==> src/rtl/core/decbc_pkg.sv <==
// shared constants, types and functions of the byte codec
package decbc_pkg;

    localparam int unsigned DATA_W = 8;
    localparam int unsigned WORD_W = 16;
    localparam int unsigned NUM_COLS = 16;

    // generator rows: upper byte selects data bits, lower byte is the identity
    localparam logic [WORD_W-1:0] GEN_ROWS [DATA_W] = '{
        16'hF080, 16'hCC40, 16'hAA20, 16'h5610,
        16'hE908, 16'h9504, 16'h7B02, 16'hE701
    };

    // parity check columns, data columns first, then check columns
    localparam logic [DATA_W-1:0] H_COLS [NUM_COLS] = '{
        8'hED, 8'hDB, 8'hAB, 8'h96, 8'h6A, 8'h55, 8'h33, 8'h0F,
        8'h80, 8'h40, 8'h20, 8'h10, 8'h08, 8'h04, 8'h02, 8'h01
    };

    // per data bit match flags, indexed by data bit position
    typedef struct packed {
        logic [DATA_W-1:0] single_hit;
        logic [DATA_W-1:0] pair_hit;
    } decbc_flags_t;

    // syndrome bit (7-r) is the parity of the word masked by row r
    function automatic logic [DATA_W-1:0] calc_syndrome(input logic [WORD_W-1:0] word);
        logic [DATA_W-1:0] syn;
        syn = '0;
        for (int r = 0; r < DATA_W; r++)
        begin
            syn[DATA_W-1-r] = ^(word & GEN_ROWS[r]);
        end
        return syn;
    endfunction

endpackage

==> src/rtl/core/decbc_syndrome.sv <==
// input capture stage and syndrome stage
module decbc_syndrome (
    input  logic       clk,
    input  logic       rst_n,
    input  logic       in_valid,
    output logic       in_stall,
    input  logic       kind,
    input  logic [7:0] data_byte,
    input  logic [7:0] check_byte,
    output logic       out_valid,
    input  logic       out_stall,
    output logic       out_kind,
    output logic [7:0] out_data,
    output logic [7:0] out_syn
);
    import decbc_pkg::*;

    logic              s1_valid_reg, s1_valid_next;
    logic              s1_kind_reg, s1_kind_next;
    logic [DATA_W-1:0] s1_data_reg, s1_data_next;
    logic [DATA_W-1:0] s1_check_reg, s1_check_next;
    logic              s2_valid_reg, s2_valid_next;
    logic              s2_kind_reg, s2_kind_next;
    logic [DATA_W-1:0] s2_data_reg, s2_data_next;
    logic [DATA_W-1:0] s2_syn_reg, s2_syn_next;
    logic              s1_adv;
    logic              s2_adv;

    // stage advance, a stage moves when empty or when the next one moves
    assign s2_adv   = !s2_valid_reg || !out_stall;
    assign s1_adv   = !s1_valid_reg || s2_adv;
    assign in_stall = !s1_adv;

    // capture stage, encoding is a syndrome with a zero check half
    always_comb
    begin
        s1_valid_next = s1_adv ? in_valid : s1_valid_reg;
        s1_kind_next  = s1_kind_reg;
        s1_data_next  = s1_data_reg;
        s1_check_next = s1_check_reg;
        if (s1_adv && in_valid)
        begin
            s1_kind_next  = kind;
            s1_data_next  = data_byte;
            s1_check_next = check_byte & {DATA_W{kind}};
        end
    end

    // syndrome stage
    always_comb
    begin
        s2_valid_next = s2_adv ? s1_valid_reg : s2_valid_reg;
        s2_kind_next  = s2_kind_reg;
        s2_data_next  = s2_data_reg;
        s2_syn_next   = s2_syn_reg;
        if (s2_adv && s1_valid_reg)
        begin
            s2_kind_next = s1_kind_reg;
            s2_data_next = s1_data_reg;
            s2_syn_next  = calc_syndrome({s1_data_reg, s1_check_reg});
        end
    end

    // control registers
    always_ff @(posedge clk or negedge rst_n)
    begin
        if (!rst_n)
        begin
            s1_valid_reg <= 1'b0;
            s2_valid_reg <= 1'b0;
        end
        else
        begin
            s1_valid_reg <= s1_valid_next;
            s2_valid_reg <= s2_valid_next;
        end
    end

    // payload registers
    always_ff @(posedge clk)
    begin
        s1_kind_reg  <= s1_kind_next;
        s1_data_reg  <= s1_data_next;
        s1_check_reg <= s1_check_next;
        s2_kind_reg  <= s2_kind_next;
        s2_data_reg  <= s2_data_next;
        s2_syn_reg   <= s2_syn_next;
    end

    assign out_valid = s2_valid_reg;
    assign out_kind  = s2_kind_reg;
    assign out_data  = s2_data_reg;
    assign out_syn   = s2_syn_reg;

endmodule

==> src/rtl/core/decbc_locate.sv <==
// error locator stage: single column and column pair matches
module decbc_locate (
    input  logic                    clk,
    input  logic                    rst_n,
    input  logic                    in_valid,
    output logic                    in_stall,
    input  logic                    in_kind,
    input  logic [7:0]              in_data,
    input  logic [7:0]              in_syn,
    output logic                    out_valid,
    input  logic                    out_stall,
    output logic [7:0]              out_data,
    output logic [7:0]              out_syn,
    output decbc_pkg::decbc_flags_t out_flags
);
    import decbc_pkg::*;

    logic              valid_reg, valid_next;
    logic [DATA_W-1:0] data_reg, data_next;
    logic [DATA_W-1:0] syn_reg, syn_next;
    decbc_flags_t      flags_reg, flags_next;
    decbc_flags_t      flags_calc;
    logic              adv;

    assign adv      = !valid_reg || !out_stall;
    assign in_stall = !adv;

    // column matches; columns are distinct, so a pair partner exists at most once
    always_comb
    begin
        flags_calc = '0;
        for (int k = 0; k < DATA_W; k++)
        begin
            flags_calc.single_hit[DATA_W-1-k] = (in_syn == H_COLS[k]);
            for (int j = 0; j < NUM_COLS; j++)
            begin
                if ((in_syn != '0) && ((in_syn ^ H_COLS[k]) == H_COLS[j]))
                begin
                    flags_calc.pair_hit[DATA_W-1-k] = 1'b1;
                end
            end
        end
    end

    // stage load, an encode transaction repairs nothing
    always_comb
    begin
        valid_next = adv ? in_valid : valid_reg;
        data_next  = data_reg;
        syn_next   = syn_reg;
        flags_next = flags_reg;
        if (adv && in_valid)
        begin
            data_next  = in_data;
            syn_next   = in_syn;
            flags_next = in_kind ? flags_calc : '0;
        end
    end

    always_ff @(posedge clk or negedge rst_n)
    begin
        if (!rst_n)
        begin
            valid_reg <= 1'b0;
        end
        else
        begin
            valid_reg <= valid_next;
        end
    end

    always_ff @(posedge clk)
    begin
        data_reg  <= data_next;
        syn_reg   <= syn_next;
        flags_reg <= flags_next;
    end

    assign out_valid = valid_reg;
    assign out_data  = data_reg;
    assign out_syn   = syn_reg;
    assign out_flags = flags_reg;

endmodule

==> src/rtl/core/decbc_correct.sv <==
// correction stage and result register
module decbc_correct (
    input  logic                    clk,
    input  logic                    rst_n,
    input  logic                    in_valid,
    output logic                    in_stall,
    input  logic [7:0]              in_data,
    input  logic [7:0]              in_syn,
    input  decbc_pkg::decbc_flags_t in_flags,
    output logic                    out_valid,
    input  logic                    out_stall,
    output logic [7:0]              out_data,
    output logic [7:0]              out_check
);
    import decbc_pkg::*;

    logic              valid_reg, valid_next;
    logic [DATA_W-1:0] data_reg, data_next;
    logic [DATA_W-1:0] check_reg, check_next;
    logic [DATA_W-1:0] flip_mask;
    logic              adv;

    assign adv      = !valid_reg || !out_stall;
    assign in_stall = !adv;

    // a single data column match wins over the pair search
    assign flip_mask = (|in_flags.single_hit) ? in_flags.single_hit : in_flags.pair_hit;

    always_comb
    begin
        valid_next = adv ? in_valid : valid_reg;
        data_next  = data_reg;
        check_next = check_reg;
        if (adv && in_valid)
        begin
            data_next  = in_data ^ flip_mask;
            check_next = in_syn;
        end
    end

    always_ff @(posedge clk or negedge rst_n)
    begin
        if (!rst_n)
        begin
            valid_reg <= 1'b0;
        end
        else
        begin
            valid_reg <= valid_next;
        end
    end

    always_ff @(posedge clk)
    begin
        data_reg  <= data_next;
        check_reg <= check_next;
    end

    assign out_valid = valid_reg;
    assign out_data  = data_reg;
    assign out_check = check_reg;

endmodule

==> src/rtl/core/double_error_correcting_byte_codec_core.sv <==
// Systematic (16,8) double error correcting byte codec. kind 0 encodes
// data_byte and returns it with its check byte; kind 1 decodes the word
// {data_byte, check_byte}, returns the repaired data byte and the syndrome.
// The core is a four stage pipeline (capture, syndrome, error locate,
// correct) that takes one transaction per cycle while result_stall is
// low and passes each result through the stages in that order. Stall on the
// result side backs up stage by stage; empty stages keep filling, so
// item_stall rises only when all four stages hold data. No state is kept
// between transactions.
module double_error_correcting_byte_codec_core (
    input  logic       clk,
    input  logic       rst_n,
    input  logic       item_valid,
    output logic       item_stall,
    input  logic       kind,
    input  logic [7:0] data_byte,
    input  logic [7:0] check_byte,
    output logic       result_valid,
    input  logic       result_stall,
    output logic [7:0] out_data,
    output logic [7:0] out_check
);
    import decbc_pkg::*;

    logic              syn_valid;
    logic              syn_stall;
    logic              syn_kind;
    logic [DATA_W-1:0] syn_data;
    logic [DATA_W-1:0] syn_value;
    logic              loc_valid;
    logic              loc_stall;
    logic [DATA_W-1:0] loc_data;
    logic [DATA_W-1:0] loc_syn;
    decbc_flags_t      loc_flags;

    // capture and syndrome stages
    decbc_syndrome u_syndrome (
        .clk        (clk),
        .rst_n      (rst_n),
        .in_valid   (item_valid),
        .in_stall   (item_stall),
        .kind       (kind),
        .data_byte  (data_byte),
        .check_byte (check_byte),
        .out_valid  (syn_valid),
        .out_stall  (syn_stall),
        .out_kind   (syn_kind),
        .out_data   (syn_data),
        .out_syn    (syn_value)
    );

    // error locator stage
    decbc_locate u_locate (
        .clk       (clk),
        .rst_n     (rst_n),
        .in_valid  (syn_valid),
        .in_stall  (syn_stall),
        .in_kind   (syn_kind),
        .in_data   (syn_data),
        .in_syn    (syn_value),
        .out_valid (loc_valid),
        .out_stall (loc_stall),
        .out_data  (loc_data),
        .out_syn   (loc_syn),
        .out_flags (loc_flags)
    );

    // correction and result stage
    decbc_correct u_correct (
        .clk       (clk),
        .rst_n     (rst_n),
        .in_valid  (loc_valid),
        .in_stall  (loc_stall),
        .in_data   (loc_data),
        .in_syn    (loc_syn),
        .in_flags  (loc_flags),
        .out_valid (result_valid),
        .out_stall (result_stall),
        .out_data  (out_data),
        .out_check (out_check)
    );

endmodule

==> config.mk <==
export PLATFORM = sky130hd
export DESIGN_NAME = double_error_correcting_byte_codec_core
export DESIGN_NICKNAME = d
export VERILOG_FILES = /design/src/rtl/core/decbc_pkg.sv /design/src/rtl/core/decbc_syndrome.sv /design/src/rtl/core/decbc_locate.sv /design/src/rtl/core/decbc_correct.sv /design/src/rtl/core/double_error_correcting_byte_codec_core.sv
export SDC_FILE = /design/constraint.sdc
export NUM_CORES = 1
export LEC_CHECK = 0
export ABC_CLOCK_PERIOD_IN_PS = 2700
export BUFFER_PORTS_ARGS = -buffer_cell sky130_fd_sc_hd__buf_2
export CAP_MARGIN = 10
export CORE_AREA = 2 2 99 101
export CTS_CLUSTER_SIZE = 40
export DETAILED_ROUTE_END_ITERATION = 6
export DIE_AREA = 0 0 101 103
export HOLD_SLACK_MARGIN = 0.05
export PLACE_DENSITY = 0.7
export SLEW_MARGIN = 20
export SYNTH_ARGS = -nofsm -noshare
export SYNTH_HDL_FRONTEND = slang
export SYNTH_SLANG_ARGS = --single-unit
==> constraint.sdc <==
create_clock -name clk -period 2.7 [get_ports clk]
set_input_delay 0.27 -clock clk [delete_from_list [all_inputs] [get_ports clk]]
set_output_delay 0.27 -clock clk [all_outputs]
set_load 0.02 [all_outputs]
==> flow_summary.html, run 1 <==
<table>
<tr><th>Metric</th><th>Value</th></tr>
<tr><th colspan="2">Timing</th></tr>
<tr><td>Minimum clock period after layout</td><td>2420 ps</td></tr>
<tr><td>Final clock period utilization by the worst path</td><td>89.7%</td></tr>
<tr><td>Worst setup skew after layout</td><td>18.8 ps</td></tr>
<tr><td>Final hold vios</td><td>0</td></tr>
<tr><td>Pin slew with the least headroom to its limit</td><td>944 ps</td></tr>
<tr><td>Fmax</td><td>0.413 GHz</td></tr>
<tr><td>Number of setup violations in the final report</td><td>0</td></tr>
<tr><td>Sum of negative setup slack</td><td>0 ps</td></tr>
<tr><td>Slew Limit Headroom</td><td>37.0%</td></tr>
<tr><td>RSZ-0062 raised after global routing</td><td>false</td></tr>
<tr><td>Max-slew violations</td><td>0</td></tr>
<tr><th colspan="2">Yosys</th></tr>
<tr><td>Synth Area in XOR/XNOR</td><td>6.97%</td></tr>
<tr><td>Dominant register cell in the synthesized netlist</td><td>sky130_fd_sc_hd__edfxtp_1</td></tr>
<tr><td>Post-Synthesis Cell Area</td><td>4520 um2</td></tr>
<tr><td>Post-synthesis compound-gate area fraction</td><td>13.3%</td></tr>
<tr><td>Synthesized instance count</td><td>395</td></tr>
<tr><td>Post-Syn Nets</td><td>416</td></tr>
<tr><td>Synth Area in Simple Gates</td><td>18.6%</td></tr>
<tr><td>Count of cell types in the netlist</td><td>62</td></tr>
<tr><td>Flip-flop and latch count after synthesis</td><td>86</td></tr>
<tr><td>Count of flip-flops with a built-in enable after synthesis</td><td>82</td></tr>
<tr><td>Post-synthesis area per instance</td><td>11.5 um2</td></tr>
<tr><td>Adder-cell share of the synthesized area</td><td>0%</td></tr>
<tr><td>Share of synthesized area spent on multiplexers</td><td>0.443%</td></tr>
<tr><td>Sequential-to-total area share from yosys stat</td><td>56.7%</td></tr>
<tr><td>Yosys synthesis warning count</td><td>0</td></tr>
<tr><td>FFs w/ async S/R, synth</td><td>4.65%</td></tr>
<tr><td>Dominant combinational cell family by area after synthesis</td><td>simple AND/OR/NAND/NOR gates</td></tr>
<tr><th colspan="2">Critical path</th></tr>
<tr><td>Maximum fanout along the worst path</td><td>27</td></tr>
<tr><td>Category of the worst setup path capture point</td><td>register</td></tr>
<tr><td>Endpoint required time on the critical path</td><td>2940 ps</td></tr>
<tr><td>Largest stage delay on the critical path</td><td>980 ps</td></tr>
<tr><td>Worst EP arrival</td><td>2660 ps</td></tr>
<tr><td>Series of cell instances along the critical path</td><td>nand2b_1 -&gt; or3_1 -&gt; o2111a_1 -&gt; a31oi_1 -&gt; o41a_1</td></tr>
<tr><td>CP Launch Type</td><td>register</td></tr>
<tr><td>Slowest-stage cell, CP</td><td>sky130_fd_sc_hd__edfxtp_1</td></tr>
<tr><td>Type of the worst setup path</td><td>register to register</td></tr>
<tr><th colspan="2">GRT</th></tr>
<tr><td>Largest net degree at the start of global routing</td><td>33</td></tr>
<tr><td>Initial antenna violation count</td><td>0</td></tr>
<tr><td>Wire length of the first global-routing pass</td><td>18400 um</td></tr>
<tr><td>Overall routing resource usage</td><td>24.0%</td></tr>
<tr><td>Number of global-route vias before repair</td><td>3354</td></tr>
<tr><td>Total overflow reported by the global router</td><td>0</td></tr>
<tr><th colspan="2">Route</th></tr>
<tr><td>Routed wirelength normalized by instance count</td><td>21.6 um</td></tr>
<tr><td>TritonRoute pass-1 iters</td><td>6</td></tr>
<tr><td>Number of nets with antenna violations after routing</td><td>0</td></tr>
<tr><td>Vias post-DR</td><td>3514</td></tr>
<tr><td>Final Routed Wirelength</td><td>12100 um</td></tr>
<tr><td>Drc violations</td><td>0</td></tr>
<tr><td>Initial drt markers</td><td>457</td></tr>
<tr><td>Via density</td><td>6.28</td></tr>
<tr><th colspan="2">CTS</th></tr>
<tr><td>Clock edge transition at the registers on the reported setup and hold paths</td><td>110 ps</td></tr>
<tr><td>Number of buffers created by CTS</td><td>9</td></tr>
<tr><td>Clock insertion delay at the later pin of the skew report</td><td>360 ps</td></tr>
<tr><td>Setup bufs post-CTS</td><td>0</td></tr>
<tr><td>CTS tree</td><td>built</td></tr>
<tr><td>Root Buffer Master</td><td>sky130_fd_sc_hd__clkbuf_8</td></tr>
<tr><td>Max Buffers Root-to-Sink</td><td>2</td></tr>
<tr><td>Clock H-tree levels</td><td>3</td></tr>
<tr><td>Clock Sinks</td><td>86</td></tr>
<tr><th colspan="2">Finish</th></tr>
<tr><td>Flip-flop count of the largest register, all copies and words added</td><td>16</td></tr>
<tr><td>Non-filler cells in the finished layout</td><td>560</td></tr>
<tr><td>Most common cell after layout, fill and taps aside</td><td>sky130_fd_sc_hd__edfxtp_1</td></tr>
<tr><td>Final-stage net count</td><td>462</td></tr>
<tr><td>Proportion of layout cells with a drive suffix above 1</td><td>19.5%</td></tr>
<tr><td>Most frequent cells in the layout</td><td>sky130_fd_sc_hd__edfxtp_1 (82), sky130_fd_sc_hd__buf_2 (38), sky130_fd_sc_hd__xnor2_1 (31)</td></tr>
<tr><td>Share of the core filled with cells in the final layout</td><td>54.3%</td></tr>
<tr><td>FILL cells</td><td>813</td></tr>
<tr><td>Post-layout instance area</td><td>5140 um2</td></tr>
<tr><td>Final antenna diode count</td><td>0</td></tr>
<tr><td>Area grow syn2layout</td><td>13.6%</td></tr>
<tr><th colspan="2">Power and ir drop</th></tr>
<tr><td>Cell area power density</td><td>800 nW/um2</td></tr>
<tr><td>Leakage</td><td>1.73 nW</td></tr>
<tr><td>Fraction of power consumed by the clock network</td><td>25.3%</td></tr>
<tr><td>Worst vdd ir</td><td>0.440 mV</td></tr>
<tr><td>Sequential Power Share</td><td>45.4%</td></tr>
<tr><td>Net Switching</td><td>1.44 mW</td></tr>
<tr><td>Relative contribution of combinational cells to total power</td><td>29.2%</td></tr>
<tr><td>Int Power</td><td>2.67 mW</td></tr>
<tr><td>Switching part of the total</td><td>35.0%</td></tr>
<tr><td>Total design power</td><td>4.11 mW</td></tr>
<tr><th colspan="2">Die</th></tr>
<tr><td>Initial standard-cell utilization of the core</td><td>47.8%</td></tr>
<tr><td>Floorplan die area</td><td>10400 um2</td></tr>
<tr><td>Cell row count</td><td>36</td></tr>
<tr><td>Core Region</td><td>9460 um2</td></tr>
<tr><td>Number of top-level pins</td><td>39</td></tr>
<tr><td>Height of the die</td><td>103 um</td></tr>
<tr><td>Die X-Extent</td><td>101 um</td></tr>
<tr><th colspan="2">Place</th></tr>
<tr><td>Number of port buffers</td><td>38</td></tr>
<tr><td>HPWL Detailed</td><td>8440 um</td></tr>
<tr><td>Area of placed instances</td><td>4900 um2</td></tr>
<tr><td>Global placer's final weighted congestion</td><td>1.00</td></tr>
<tr><td>Dpl cells</td><td>543</td></tr>
<tr><th colspan="2">Hold path</th></tr>
<tr><td>Worst hold-check path type</td><td>input pin to register</td></tr>
<tr><th colspan="2">Status</th></tr>
<tr><td>Outcome</td><td>complete, no violations</td></tr>
<tr><th colspan="2">Run</th></tr>
<tr><td>Number of violations of the max-capacitance limit</td><td>0</td></tr>
</table>
==> critical path, delay by kind of cell (launching register included) <==
family             cells  cell delay, ps
and+or+nand+nor        2             860
AOI/OAI and AO/OA      3             470
DFF                    1             980
==> logic make-up (layout without fill, tap and decap cells) <==
logic type,after synthesis,after routing
buf+inv,33,84
simple gates,150,150
flops,86,86
mux,2,2
compound gates,88,88
xor+xnor,36,36
==> final cells by class <==
type                            instances  area [um2]  share of cell area (%)
Clock inverter                          7         105                    2.05
Clock buffer                            9         124                    2.41
Multi-Input combinational cell        276        1790                    34.8
Timing Repair Buffer                   64         400                    7.79
Tap cell                              114         143                    2.78
Inverter                                4        15.0                   0.292
Sequential cell                        86        2560                    49.9
==> final timing paths <==
check / start / to / slack, ps / cells after the start
max: u_syndrome.out_syn[5] / u_locate.out_flags[7] / 280 / 5
min: data_byte[3] / u_syndrome.s1_data_reg[3] / 90 / 1
max reg2reg: u_syndrome.out_syn[5] / u_locate.out_flags[7] / 280 / 5
min reg2reg: u_syndrome.out_data[2] / u_locate.out_data[2] / 420 / 0
max in group asynchronous: rst_n / u_syndrome.out_valid / 2330 / 2
min in group asynchronous: rst_n / u_syndrome.s1_valid_reg / 250 / 2
==> cell usage after synthesis, drive strengths merged, types with 4 or more instances <==
cell type	n	area share (%)
inv	4	0.33
o21ai	11	1.2
a31oi	14	1.9
or3	4	0.55
clkbuf	4	0.33
edfxtp	82	54
o22ai	5	0.69
nand2b	15	2.1
and3	4	0.55
xor2	5	0.97
and2	13	1.8
a21boi	4	0.66
nor2	15	1.2
a21oi	17	1.9
buf	25	3.3
nand2	27	2.2
xnor2	31	6.0
o211ai	4	0.66
nor3	18	2.1
nor2b	13	1.8
nor4	6	0.97
dfrtp	4	2.2
nand3	15	1.7
==> what timing repair did <==
item / CTS / global route
resized for setup: 0 / 0
endpoints found under the hold margin: 4 / 0
hold buffers: 1 / 0
==> routing by layer <==
layer	part of all wire [%]	global-route usage [%]
met1	40	31.2
met2	48	38.3
met3	7.7	5.22
met4	4.2	12.1
met5	0	0
==> power by group through the flow <==
stage	logic [mW]	registers (mW)	clock network (mW)
5_1_grt	1.28	1.89	1.12
3_5_place_dp	1.17	1.90	0
6_report	1.20	1.87	1.04
3_3_place_gp	1.20	1.89	0
4_1_cts	1.18	1.87	1.05
2_1_floorplan	0.790	1.85	0
==> metrics by stage <==
stage / worst slack, ps / hold WS (ps)
finish: 277 / 91.2
global route: 189 / 71.1
CTS: 353 / 73.1
detailed placement: 371 / 79.7
global placement: 384 / 76.5
floorplan: 135 / -25.6
No activity file was read; power rests on OpenSTA's default activity.
==> run 2, diff against run 1 <==
Settings changed: CORE_AREA 2 2 99 101 to 2 2 101 103, DIE_AREA 0 0 101 103 to 0 0 103 105, GPL_TIMING_DRIVEN from default to 0, HOLD_SLACK_MARGIN 0.05 to default, SYNTH_HIERARCHICAL from default to 1.
==> flow_summary.html, run 2 <==
<table>
<tr><th>Metric</th><th>Value</th></tr>
<tr><th colspan="2">Timing</th></tr>
<tr><td>RSZ-0062 raised after global routing</td><td>false (unchanged)</td></tr>
<tr><td>Max-slew violations</td><td>0 (unchanged)</td></tr>
<tr><td>Final clock period utilization by the worst path</td><td>92.8% (was 89.7%)</td></tr>
<tr><td>Minimum clock period after layout</td><td>2510 ps (was 2420 ps)</td></tr>
<tr><td>Fmax</td><td>0.399 GHz (was 0.413 GHz)</td></tr>
<tr><td>Worst setup skew after layout</td><td>12.9 ps (was 18.8 ps)</td></tr>
<tr><td>Number of setup violations in the final report</td><td>0 (unchanged)</td></tr>
<tr><td>Sum of negative setup slack</td><td>0 ps (unchanged)</td></tr>
<tr><td>Final hold vios</td><td>0 (unchanged)</td></tr>
<tr><td>Pin slew with the least headroom to its limit</td><td>929 ps (was 944 ps)</td></tr>
<tr><td>Slew Limit Headroom</td><td>37.6% (was 37.0%)</td></tr>
<tr><th colspan="2">Yosys</th></tr>
<tr><td>Post-synthesis area per instance</td><td>11.6 um2 (was 11.5 um2)</td></tr>
<tr><td>Synth top cells by count</td><td>sky130_fd_sc_hd__edfxtp_1 (82), sky130_fd_sc_hd__nand2_1 (29), sky130_fd_sc_hd__nor2_1 (21), sky130_fd_sc_hd__nor3_1 (19), sky130_fd_sc_hd__xnor2_1 (18) (was sky130_fd_sc_hd__edfxtp_1 (82), sky130_fd_sc_hd__xnor2_1 (31), sky130_fd_sc_hd__nand2_1 (27))</td></tr>
<tr><td>Post-Synthesis Cell Area</td><td>4750 um2 (was 4520 um2)</td></tr>
<tr><td>Largest area contributor in the synthesized netlist</td><td>sky130_fd_sc_hd__edfxtp_1 (unchanged)</td></tr>
<tr><td>Count of cell types in the netlist</td><td>66 (was 62)</td></tr>
<tr><td>Flip-flop and latch count after synthesis</td><td>86 (unchanged)</td></tr>
<tr><td>Dominant register cell in the synthesized netlist</td><td>sky130_fd_sc_hd__edfxtp_1 (unchanged)</td></tr>
<tr><td>FFs w/ async S/R, synth</td><td>4.65% (unchanged)</td></tr>
<tr><td>Sequential-to-total area share from yosys stat</td><td>53.9% (was 56.7%)</td></tr>
<tr><td>Most frequent cell after synthesis</td><td>sky130_fd_sc_hd__edfxtp_1 (unchanged)</td></tr>
<tr><td>Leading cell types by total area after synthesis</td><td>sky130_fd_sc_hd__edfxtp_1 (52%), sky130_fd_sc_hd__xnor2_1 (3.3%), sky130_fd_sc_hd__xnor3_1 (3.3%) (was sky130_fd_sc_hd__edfxtp_1 (54%), sky130_fd_sc_hd__xnor2_1 (6.0%), sky130_fd_sc_hd__nand2_1 (2.2%))</td></tr>
<tr><td>Count of flip-flops with a built-in enable after synthesis</td><td>82 (unchanged)</td></tr>
<tr><td>Post-Syn Nets</td><td>430 (was 416)</td></tr>
<tr><td>Share of Yosys cell area claimed by the top area cell type</td><td>51.8% (was 54.4%)</td></tr>
<tr><td>Yosys synthesis warning count</td><td>6 (was 0)</td></tr>
<tr><td>Synthesized instance count</td><td>409 (was 395)</td></tr>
<tr><th colspan="2">Finish</th></tr>
<tr><td>Final antenna diode count</td><td>0 (unchanged)</td></tr>
<tr><td>Share of the core filled with cells in the final layout</td><td>55.8% (was 54.3%)</td></tr>
<tr><td>Final-stage net count</td><td>483 (was 462)</td></tr>
<tr><td>Register area</td><td>2560 um2 (unchanged)</td></tr>
<tr><td>Most common cell after layout, fill and taps aside</td><td>sky130_fd_sc_hd__edfxtp_1 (unchanged)</td></tr>
<tr><td>Proportion of layout cells with a drive suffix above 1</td><td>20.6% (was 19.5%)</td></tr>
<tr><td>FILL cells</td><td>866 (was 813)</td></tr>
<tr><td>Flip-flop count of the largest register, all copies and words added</td><td>16 (unchanged)</td></tr>
<tr><td>Multi-input combinational cell area</td><td>2030 um2 (was 1790 um2)</td></tr>
<tr><td>Area grow syn2layout</td><td>13.1% (was 13.6%)</td></tr>
<tr><td>Most frequent cells in the layout</td><td>sky130_fd_sc_hd__edfxtp_1 (82), sky130_fd_sc_hd__buf_2 (55), sky130_fd_sc_hd__nand2_1 (29) (was sky130_fd_sc_hd__edfxtp_1 (82), sky130_fd_sc_hd__buf_2 (38), sky130_fd_sc_hd__xnor2_1 (31))</td></tr>
<tr><th colspan="2">Power and ir drop</th></tr>
<tr><td>Total design power</td><td>4.13 mW (was 4.11 mW)</td></tr>
<tr><td>Worst vdd ir</td><td>0.482 mV (was 0.440 mV)</td></tr>
<tr><td>Leakage</td><td>1.90 nW (was 1.73 nW)</td></tr>
<tr><td>Cell area power density</td><td>768 nW/um2 (was 800 nW/um2)</td></tr>
<tr><th colspan="2">Route</th></tr>
<tr><td>Via density</td><td>6.28 (about the same)</td></tr>
<tr><td>Number of nets with antenna violations after routing</td><td>0 (unchanged)</td></tr>
<tr><td>Vias post-DR</td><td>3764 (was 3514)</td></tr>
<tr><td>Drc violations</td><td>0 (unchanged)</td></tr>
<tr><td>Final Routed Wirelength</td><td>13100 um (was 12100 um)</td></tr>
<tr><td>Routed wirelength normalized by instance count</td><td>21.9 um (was 21.6 um)</td></tr>
<tr><td>TritonRoute pass-1 iters</td><td>5 (was 6)</td></tr>
<tr><td>Initial drt markers</td><td>420 (was 457)</td></tr>
<tr><th colspan="2">CTS</th></tr>
<tr><td>Hold-fix buffers, CTS</td><td>1 (unchanged)</td></tr>
<tr><td>Max Buffers Root-to-Sink</td><td>2 (unchanged)</td></tr>
<tr><td>Setup bufs post-CTS</td><td>0 (unchanged)</td></tr>
<tr><td>Clock insertion delay at the later pin of the skew report</td><td>340 ps (was 360 ps)</td></tr>
<tr><td>Clock edge transition at the registers on the reported setup and hold paths</td><td>90 ps (was 110 ps)</td></tr>
<tr><td>Clock Sinks</td><td>86 (unchanged)</td></tr>
<tr><td>Number of buffers created by CTS</td><td>9 (unchanged)</td></tr>
<tr><td>Count of cells resized by post-cts repair</td><td>0 (unchanged)</td></tr>
<tr><td>CTS tree</td><td>built (unchanged)</td></tr>
<tr><td>Root Buffer Master</td><td>sky130_fd_sc_hd__clkbuf_8 (unchanged)</td></tr>
<tr><td>Clock H-tree levels</td><td>3 (unchanged)</td></tr>
<tr><th colspan="2">Hold path</th></tr>
<tr><td>Terminating pin of the worst hold path</td><td>u_syndrome/s1_data_reg[7] (was u_syndrome.s1_data_reg[3])</td></tr>
<tr><td>Hold path startpoint</td><td>data_byte[7] (was data_byte[3])</td></tr>
<tr><td>Worst hold-check path type</td><td>input pin to register (unchanged)</td></tr>
<tr><td>Min-Delay Path Depth</td><td>1 (unchanged)</td></tr>
<tr><th colspan="2">Die</th></tr>
<tr><td>Floorplan die area</td><td>10800 um2 (was 10400 um2)</td></tr>
<tr><td>Core Region</td><td>9640 um2 (was 9460 um2)</td></tr>
<tr><td>Cell row count</td><td>36 (unchanged)</td></tr>
<tr><td>Die X-Extent</td><td>103 um (was 101 um)</td></tr>
<tr><td>Height of the die</td><td>105 um (was 103 um)</td></tr>
<tr><td>Number of top-level pins</td><td>39 (unchanged)</td></tr>
<tr><td>Initial standard-cell utilization of the core</td><td>49.3% (was 47.8%)</td></tr>
<tr><th colspan="2">GRT</th></tr>
<tr><td>Initial antenna violation count</td><td>0 (unchanged)</td></tr>
<tr><td>Total overflow reported by the global router</td><td>0 (unchanged)</td></tr>
<tr><td>Wire length of the first global-routing pass</td><td>20800 um (was 18400 um)</td></tr>
<tr><td>Overall routing resource usage</td><td>26.0% (was 24.0%)</td></tr>
<tr><td>Largest net degree at the start of global routing</td><td>29 (was 33)</td></tr>
<tr><td>Number of global-route vias before repair</td><td>3763 (was 3354)</td></tr>
<tr><th colspan="2">Critical path</th></tr>
<tr><td>Setup slack of the worst register-to-register path</td><td>190 ps (was 280 ps)</td></tr>
<tr><td>Category of the worst setup path capture point</td><td>register (unchanged)</td></tr>
<tr><td>Largest stage delay on the critical path</td><td>640 ps (was 980 ps)</td></tr>
<tr><td>Slowest-stage cell, CP</td><td>sky130_fd_sc_hd__nor2_1 (was sky130_fd_sc_hd__edfxtp_1)</td></tr>
<tr><td>Series of cell instances along the critical path</td><td>buf_2 -&gt; nor2_1 -&gt; a31oi_1 -&gt; o311ai_0 -&gt; o41ai_1 -&gt; a21oi_1 (was nand2b_1 -&gt; or3_1 -&gt; o2111a_1 -&gt; a31oi_1 -&gt; o41a_1)</td></tr>
<tr><td>Worst EP arrival</td><td>2650 ps (was 2660 ps)</td></tr>
<tr><td>Crit Reg-Reg Startpoint</td><td>u_syndrome/out_syn[3] (was u_syndrome.out_syn[5])</td></tr>
<tr><td>Worst R2R Path Depth</td><td>6 (was 5)</td></tr>
<tr><td>CP Launch Type</td><td>register (unchanged)</td></tr>
<tr><td>Endpoint required time on the critical path</td><td>2850 ps (was 2940 ps)</td></tr>
<tr><td>Type of the worst setup path</td><td>register to register (unchanged)</td></tr>
<tr><td>Maximum fanout along the worst path</td><td>10 (was 27)</td></tr>
<tr><td>R2R Path End</td><td>u_locate/out_flags[1] (was u_locate.out_flags[7])</td></tr>
<tr><th colspan="2">Status</th></tr>
<tr><td>Outcome</td><td>complete, no violations (unchanged)</td></tr>
<tr><th colspan="2">Place</th></tr>
<tr><td>HPWL Detailed</td><td>9560 um (was 8440 um)</td></tr>
<tr><td>Number of port buffers</td><td>38 (unchanged)</td></tr>
<tr><td>Global placer's final weighted congestion</td><td>1.00 (about the same)</td></tr>
<tr><th colspan="2">Run</th></tr>
<tr><td>Number of violations of the max-capacitance limit</td><td>0 (unchanged)</td></tr>
</table>
[run 2: cell types whose count changed after synthesis, moves of 5 or more]
cell and change:
sky130_fd_sc_hd__o21ai_0 -5, sky130_fd_sc_hd__nor4_1 +6, sky130_fd_sc_hd__xnor2_1 -13, sky130_fd_sc_hd__xnor3_1 +7, sky130_fd_sc_hd__nor4b_1 +7, sky130_fd_sc_hd__nor2_1 +6
[run 2: cell families (layout without fill, tap and decap cells)]
group                     Yosys count  in the layout  synth area share, %
buffers and inverters              38             95                 3.76
DFF                                86             86                 53.9
xor gates and xnor gates           32             32                 8.55
AOI/OAI and AO/OA                  82             82                 12.8
and+or+nand+nor                   167            167                 20.1
muxes                               4              4                0.842
[run 2: routing by layer]
metal	wire length, um	vias up	track usage [%]
li1	-	1682	-
met4	563	0	11.2
met1	5230	1782	35.6
met3	1340	54	7.96
met5	0	-	0
met2	6010	246	37.9
[run 2: final cells by class]
class / count / area share, %
plain buffers: 29 / 2.70
clock buffers: 9 / 2.30
clock inverters: 6 / 1.33
inverters: 9 / 0.628
multi-input cells: 285 / 37.7
flip-flops and latches: 86 / 47.7
well taps: 133 / 3.10
repair buffers: 42 / 4.59
[run 2: worst max-delay path by stage]
| stage | from | end |
|---|---|---|
| finish | u_syndrome/out_syn[3] | u_locate/out_flags[1] |
| floorplan | u_correct/out_valid | u_syndrome/out_data[0] |
| global route | u_syndrome/out_syn[3] | u_locate/out_flags[1] |
| detailed placement | u_syndrome/out_syn[3] | u_locate/out_flags[1] |
| CTS | u_syndrome/out_syn[3] | u_locate/out_flags[1] |
| global placement | u_correct/out_valid | u_syndrome/out_data[4] |
[run 2: metrics by stage]
step                      cell area, um2  instances  setup WS (ps)  hold WS, ps
after floorplan                     4760        409            167        -25.6
after global placement              5110        580           -160         76.2
after detailed placement            5170        583            272         77.0
after CTS                           5380        599            255         67.1
after global routing                5380        599            113         48.9
final                               5380        599            194         92.1
[run 2: critical path, delay by kind of cell (launching register included)]
kind	cells	cell delay, ps
AO/OA/AOI/OAI	4	960
AND/OR/NAND/NOR	1	640
flip-flops	1	480
buffers and inverters	1	240
[run 2: power by group]
part,switching [mW],total (mW),internal [mW],leakage [nW]
Combinational,0.948,1.42,0.467,0.963
Clock,0.442,0.872,0.430,0.0923
Sequential,0.132,1.84,1.71,0.847
Total,1.52,4.13,2.61,1.90
==> run 3, diff against run 2 <==
==> constraint.sdc (replaced) <==
create_clock -name clk -period 2.7 [get_ports clk]
set_input_delay 0.135 -clock clk [delete_from_list [all_inputs] [get_ports clk]]
set_output_delay 0.135 -clock clk [all_outputs]
set_load 0.02 [all_outputs]
==> flow_summary.html, run 3 (same netlist as run 2, synthesis figures left out) <==
<table>
<tr><th>Metric</th><th>Value</th></tr>
<tr><th colspan="2">Finish</th></tr>
<tr><td>Most frequent cells in the layout</td><td>sky130_fd_sc_hd__edfxtp_1 (82), sky130_fd_sc_hd__buf_2 (55), sky130_fd_sc_hd__nand2_1 (29) (unchanged)</td></tr>
<tr><td>Proportion of layout cells with a drive suffix above 1</td><td>20.2% (was 20.6%)</td></tr>
<tr><td>Flip-flop count of the largest register, all copies and words added</td><td>16 (unchanged)</td></tr>
<tr><td>Final antenna diode count</td><td>0 (unchanged)</td></tr>
<tr><td>Final-stage net count</td><td>492 (was 483)</td></tr>
<tr><td>Non-filler cells in the finished layout</td><td>608 (was 599)</td></tr>
<tr><td>Most common cell after layout, fill and taps aside</td><td>sky130_fd_sc_hd__edfxtp_1 (unchanged)</td></tr>
<tr><td>Area grow syn2layout</td><td>15.0% (was 13.1%)</td></tr>
<tr><td>Post-layout instance area</td><td>5470 um2 (was 5380 um2)</td></tr>
<tr><th colspan="2">Route</th></tr>
<tr><td>Met3 routed WL</td><td>1330 um (was 1340 um)</td></tr>
<tr><td>Highest layer used for signal routing</td><td>met4 (unchanged)</td></tr>
<tr><td>Final Routed Wirelength</td><td>13300 um (was 13100 um)</td></tr>
<tr><td>Vias post-DR</td><td>3799 (was 3764)</td></tr>
<tr><td>Via density</td><td>6.25 (was 6.28)</td></tr>
<tr><td>TritonRoute pass-1 iters</td><td>5 (unchanged)</td></tr>
<tr><td>Detailed-route wire length on metal 1</td><td>5400 um (was 5230 um)</td></tr>
<tr><td>Drc violations</td><td>0 (unchanged)</td></tr>
<tr><td>Routed wirelength normalized by instance count</td><td>21.9 um (about the same)</td></tr>
<tr><td>Initial drt markers</td><td>468 (was 420)</td></tr>
<tr><td>Number of nets with antenna violations after routing</td><td>0 (unchanged)</td></tr>
<tr><td>Met2 WL</td><td>5980 um (was 6010 um)</td></tr>
<tr><th colspan="2">Place</th></tr>
<tr><td>Number of port buffers</td><td>38 (unchanged)</td></tr>
<tr><td>Dpl cells</td><td>583 (unchanged)</td></tr>
<tr><td>Global placer's final weighted congestion</td><td>1.00 (unchanged)</td></tr>
<tr><td>Pre-CTS setup slack</td><td>272 ps (unchanged)</td></tr>
<tr><td>Area of placed instances</td><td>5170 um2 (unchanged)</td></tr>
<tr><td>HPWL Detailed</td><td>9560 um (unchanged)</td></tr>
<tr><th colspan="2">Die</th></tr>
<tr><td>Cell row count</td><td>36 (unchanged)</td></tr>
<tr><td>Number of top-level pins</td><td>39 (unchanged)</td></tr>
<tr><td>Height of the die</td><td>105 um (unchanged)</td></tr>
<tr><td>Die X-Extent</td><td>103 um (unchanged)</td></tr>
<tr><td>Core Region</td><td>9640 um2 (unchanged)</td></tr>
<tr><td>Initial standard-cell utilization of the core</td><td>49.3% (unchanged)</td></tr>
<tr><td>Floorplan die area</td><td>10800 um2 (unchanged)</td></tr>
<tr><th colspan="2">Timing</th></tr>
<tr><td>Fmax</td><td>0.396 GHz (was 0.399 GHz)</td></tr>
<tr><td>Max-slew violations</td><td>0 (unchanged)</td></tr>
<tr><td>Sum of negative setup slack</td><td>0 ps (unchanged)</td></tr>
<tr><td>Minimum clock period after layout</td><td>2530 ps (was 2510 ps)</td></tr>
<tr><td>Pin slew with the least headroom to its limit</td><td>938 ps (was 929 ps)</td></tr>
<tr><td>Final clock period utilization by the worst path</td><td>93.6% (was 92.8%)</td></tr>
<tr><td>Worst setup skew after layout</td><td>12.2 ps (was 12.9 ps)</td></tr>
<tr><td>Number of setup violations in the final report</td><td>0 (unchanged)</td></tr>
<tr><td>RSZ-0062 raised after global routing</td><td>false (unchanged)</td></tr>
<tr><td>Crit path setup slack, layout</td><td>174 ps (was 194 ps)</td></tr>
<tr><td>Final hold vios</td><td>0 (unchanged)</td></tr>
<tr><td>Slew Limit Headroom</td><td>37.0% (was 37.6%)</td></tr>
<tr><th colspan="2">GRT</th></tr>
<tr><td>Wire length of the first global-routing pass</td><td>21000 um (was 20800 um)</td></tr>
<tr><td>Overall routing resource usage</td><td>26.2% (was 26.0%)</td></tr>
<tr><td>Total overflow reported by the global router</td><td>0 (unchanged)</td></tr>
<tr><td>Largest net degree at the start of global routing</td><td>29 (unchanged)</td></tr>
<tr><td>Initial antenna violation count</td><td>0 (unchanged)</td></tr>
<tr><td>Number of global-route vias before repair</td><td>3815 (was 3763)</td></tr>
<tr><th colspan="2">Critical path</th></tr>
<tr><td>R2R Path End</td><td>u_locate/out_flags[1] (unchanged)</td></tr>
<tr><td>Worst R2R Path Depth</td><td>6 (unchanged)</td></tr>
<tr><td>CP Launch Type</td><td>register (unchanged)</td></tr>
<tr><td>Slowest-stage cell, CP</td><td>sky130_fd_sc_hd__nor2_1 (unchanged)</td></tr>
<tr><td>Setup slack of the worst register-to-register path</td><td>170 ps (was 190 ps)</td></tr>
<tr><td>CP Buf/Inv Count</td><td>1 (unchanged)</td></tr>
<tr><td>Type of the worst setup path</td><td>register to register (unchanged)</td></tr>
<tr><td>Crit Reg-Reg Startpoint</td><td>u_syndrome/out_syn[3] (unchanged)</td></tr>
<tr><td>Worst EP arrival</td><td>2680 ps (was 2650 ps)</td></tr>
<tr><td>CP startpoint</td><td>u_syndrome/out_syn[3] (unchanged)</td></tr>
<tr><td>Series of cell instances along the critical path</td><td>buf_2 -&gt; nor2_1 -&gt; a31oi_1 -&gt; o311ai_0 -&gt; o41ai_1 -&gt; a21oi_1 (unchanged)</td></tr>
<tr><td>Endpoint required time on the critical path</td><td>2850 ps (about the same)</td></tr>
<tr><td>Category of the worst setup path capture point</td><td>register (unchanged)</td></tr>
<tr><td>Largest stage delay on the critical path</td><td>630 ps (was 640 ps)</td></tr>
<tr><td>Number of stages on the worst setup path</td><td>6 (unchanged)</td></tr>
<tr><td>Capturing element of the worst setup path</td><td>u_locate/out_flags[1] (unchanged)</td></tr>
<tr><td>Cell type group with the largest total delay on the critical path</td><td>compound AO/OA/AOI/OAI gates (unchanged)</td></tr>
<tr><td>Maximum fanout along the worst path</td><td>10 (unchanged)</td></tr>
<tr><th colspan="2">Status</th></tr>
<tr><td>Outcome</td><td>complete, no violations (unchanged)</td></tr>
<tr><th colspan="2">CTS</th></tr>
<tr><td>Clock Sinks</td><td>86 (unchanged)</td></tr>
<tr><td>Max Buffers Root-to-Sink</td><td>2 (unchanged)</td></tr>
<tr><td>Number of buffers created by CTS</td><td>9 (unchanged)</td></tr>
<tr><td>Clock H-tree levels</td><td>3 (unchanged)</td></tr>
<tr><td>CTS tree</td><td>built (unchanged)</td></tr>
<tr><td>Clock insertion delay at the later pin of the skew report</td><td>350 ps (was 340 ps)</td></tr>
<tr><td>Setup bufs post-CTS</td><td>0 (unchanged)</td></tr>
<tr><td>Root Buffer Master</td><td>sky130_fd_sc_hd__clkbuf_8 (unchanged)</td></tr>
<tr><td>Clock edge transition at the registers on the reported setup and hold paths</td><td>90 ps (about the same)</td></tr>
<tr><th colspan="2">Power and ir drop</th></tr>
<tr><td>Worst vdd ir</td><td>0.484 mV (was 0.482 mV)</td></tr>
<tr><td>Cell area power density</td><td>759 nW/um2 (was 768 nW/um2)</td></tr>
<tr><td>Leakage</td><td>1.94 nW (was 1.90 nW)</td></tr>
<tr><th colspan="2">Hold path</th></tr>
<tr><td>Hold path startpoint</td><td>check_byte[3] (was data_byte[7])</td></tr>
<tr><td>Worst hold-check path type</td><td>input pin to register (unchanged)</td></tr>
<tr><th colspan="2">Run</th></tr>
<tr><td>Number of violations of the max-capacitance limit</td><td>0 (unchanged)</td></tr>
</table>
[run 3: changes by cell type in the layout (fill, tap and decap cells not counted)]
cell | before | now
sky130_fd_sc_hd__dlygate4sd3_1 | 1 | 10
[run 3: where the power goes]
group | internal, mW | switching [mW] | leakage [nW] | total, mW
sequential | 1.71 | 0.132 | 0.847 | 1.84
clock | 0.430 | 0.447 | 0.0923 | 0.877
combinational | 0.476 | 0.954 | 1.00 | 1.43
[run 3: what timing repair did]
item | CTS | global route
endpoints found under the hold margin | 13 | 0
hold buffers | 10 | 0
resized for setup | 0 | 0
[run 3: how the worst min path moves through the flow]
stage / endpoint / depth (start not counted)
after detailed placement: u_syndrome/s1_valid_reg / 1
final: u_syndrome/s1_check_reg[3] / 2
after global routing: u_syndrome/s1_check_reg[0] / 2
after CTS: u_syndrome/s1_check_reg[3] / 2
after floorplan: u_correct/out_valid / 0
after global placement: u_syndrome/s1_valid_reg / 1
[run 3: layer usage]
layer  track usage, %  vias up
met5                0        -
met1             35.9     1797
met4             11.2        0
met2             38.5      243
met3             7.96       54
li1                 -     1705
[run 3: area by class of cell]
cell class | count | area (um2)
clock buffers | 9 | 124
well taps | 133 | 166
inverters | 9 | 33.8
flip-flops and latches | 86 | 2560
plain buffers | 29 | 145
clock inverters | 6 | 71.3
multi-input cells | 285 | 2030
fillers | 846 | 4170
repair buffers | 51 | 337
[run 3: metrics by stage]
step | hold slack [ps] | total power, mW | util, %
floorplan | -161 | 2.76 | -
global placement | -58.8 | 3.26 | 53.0
detailed placement | -58.0 | 3.24 | 53.6
CTS | 35.6 | 4.13 | 56.7
global route | 41.0 | 4.35 | 56.7
finish | 55.2 | 4.15 | 56.7
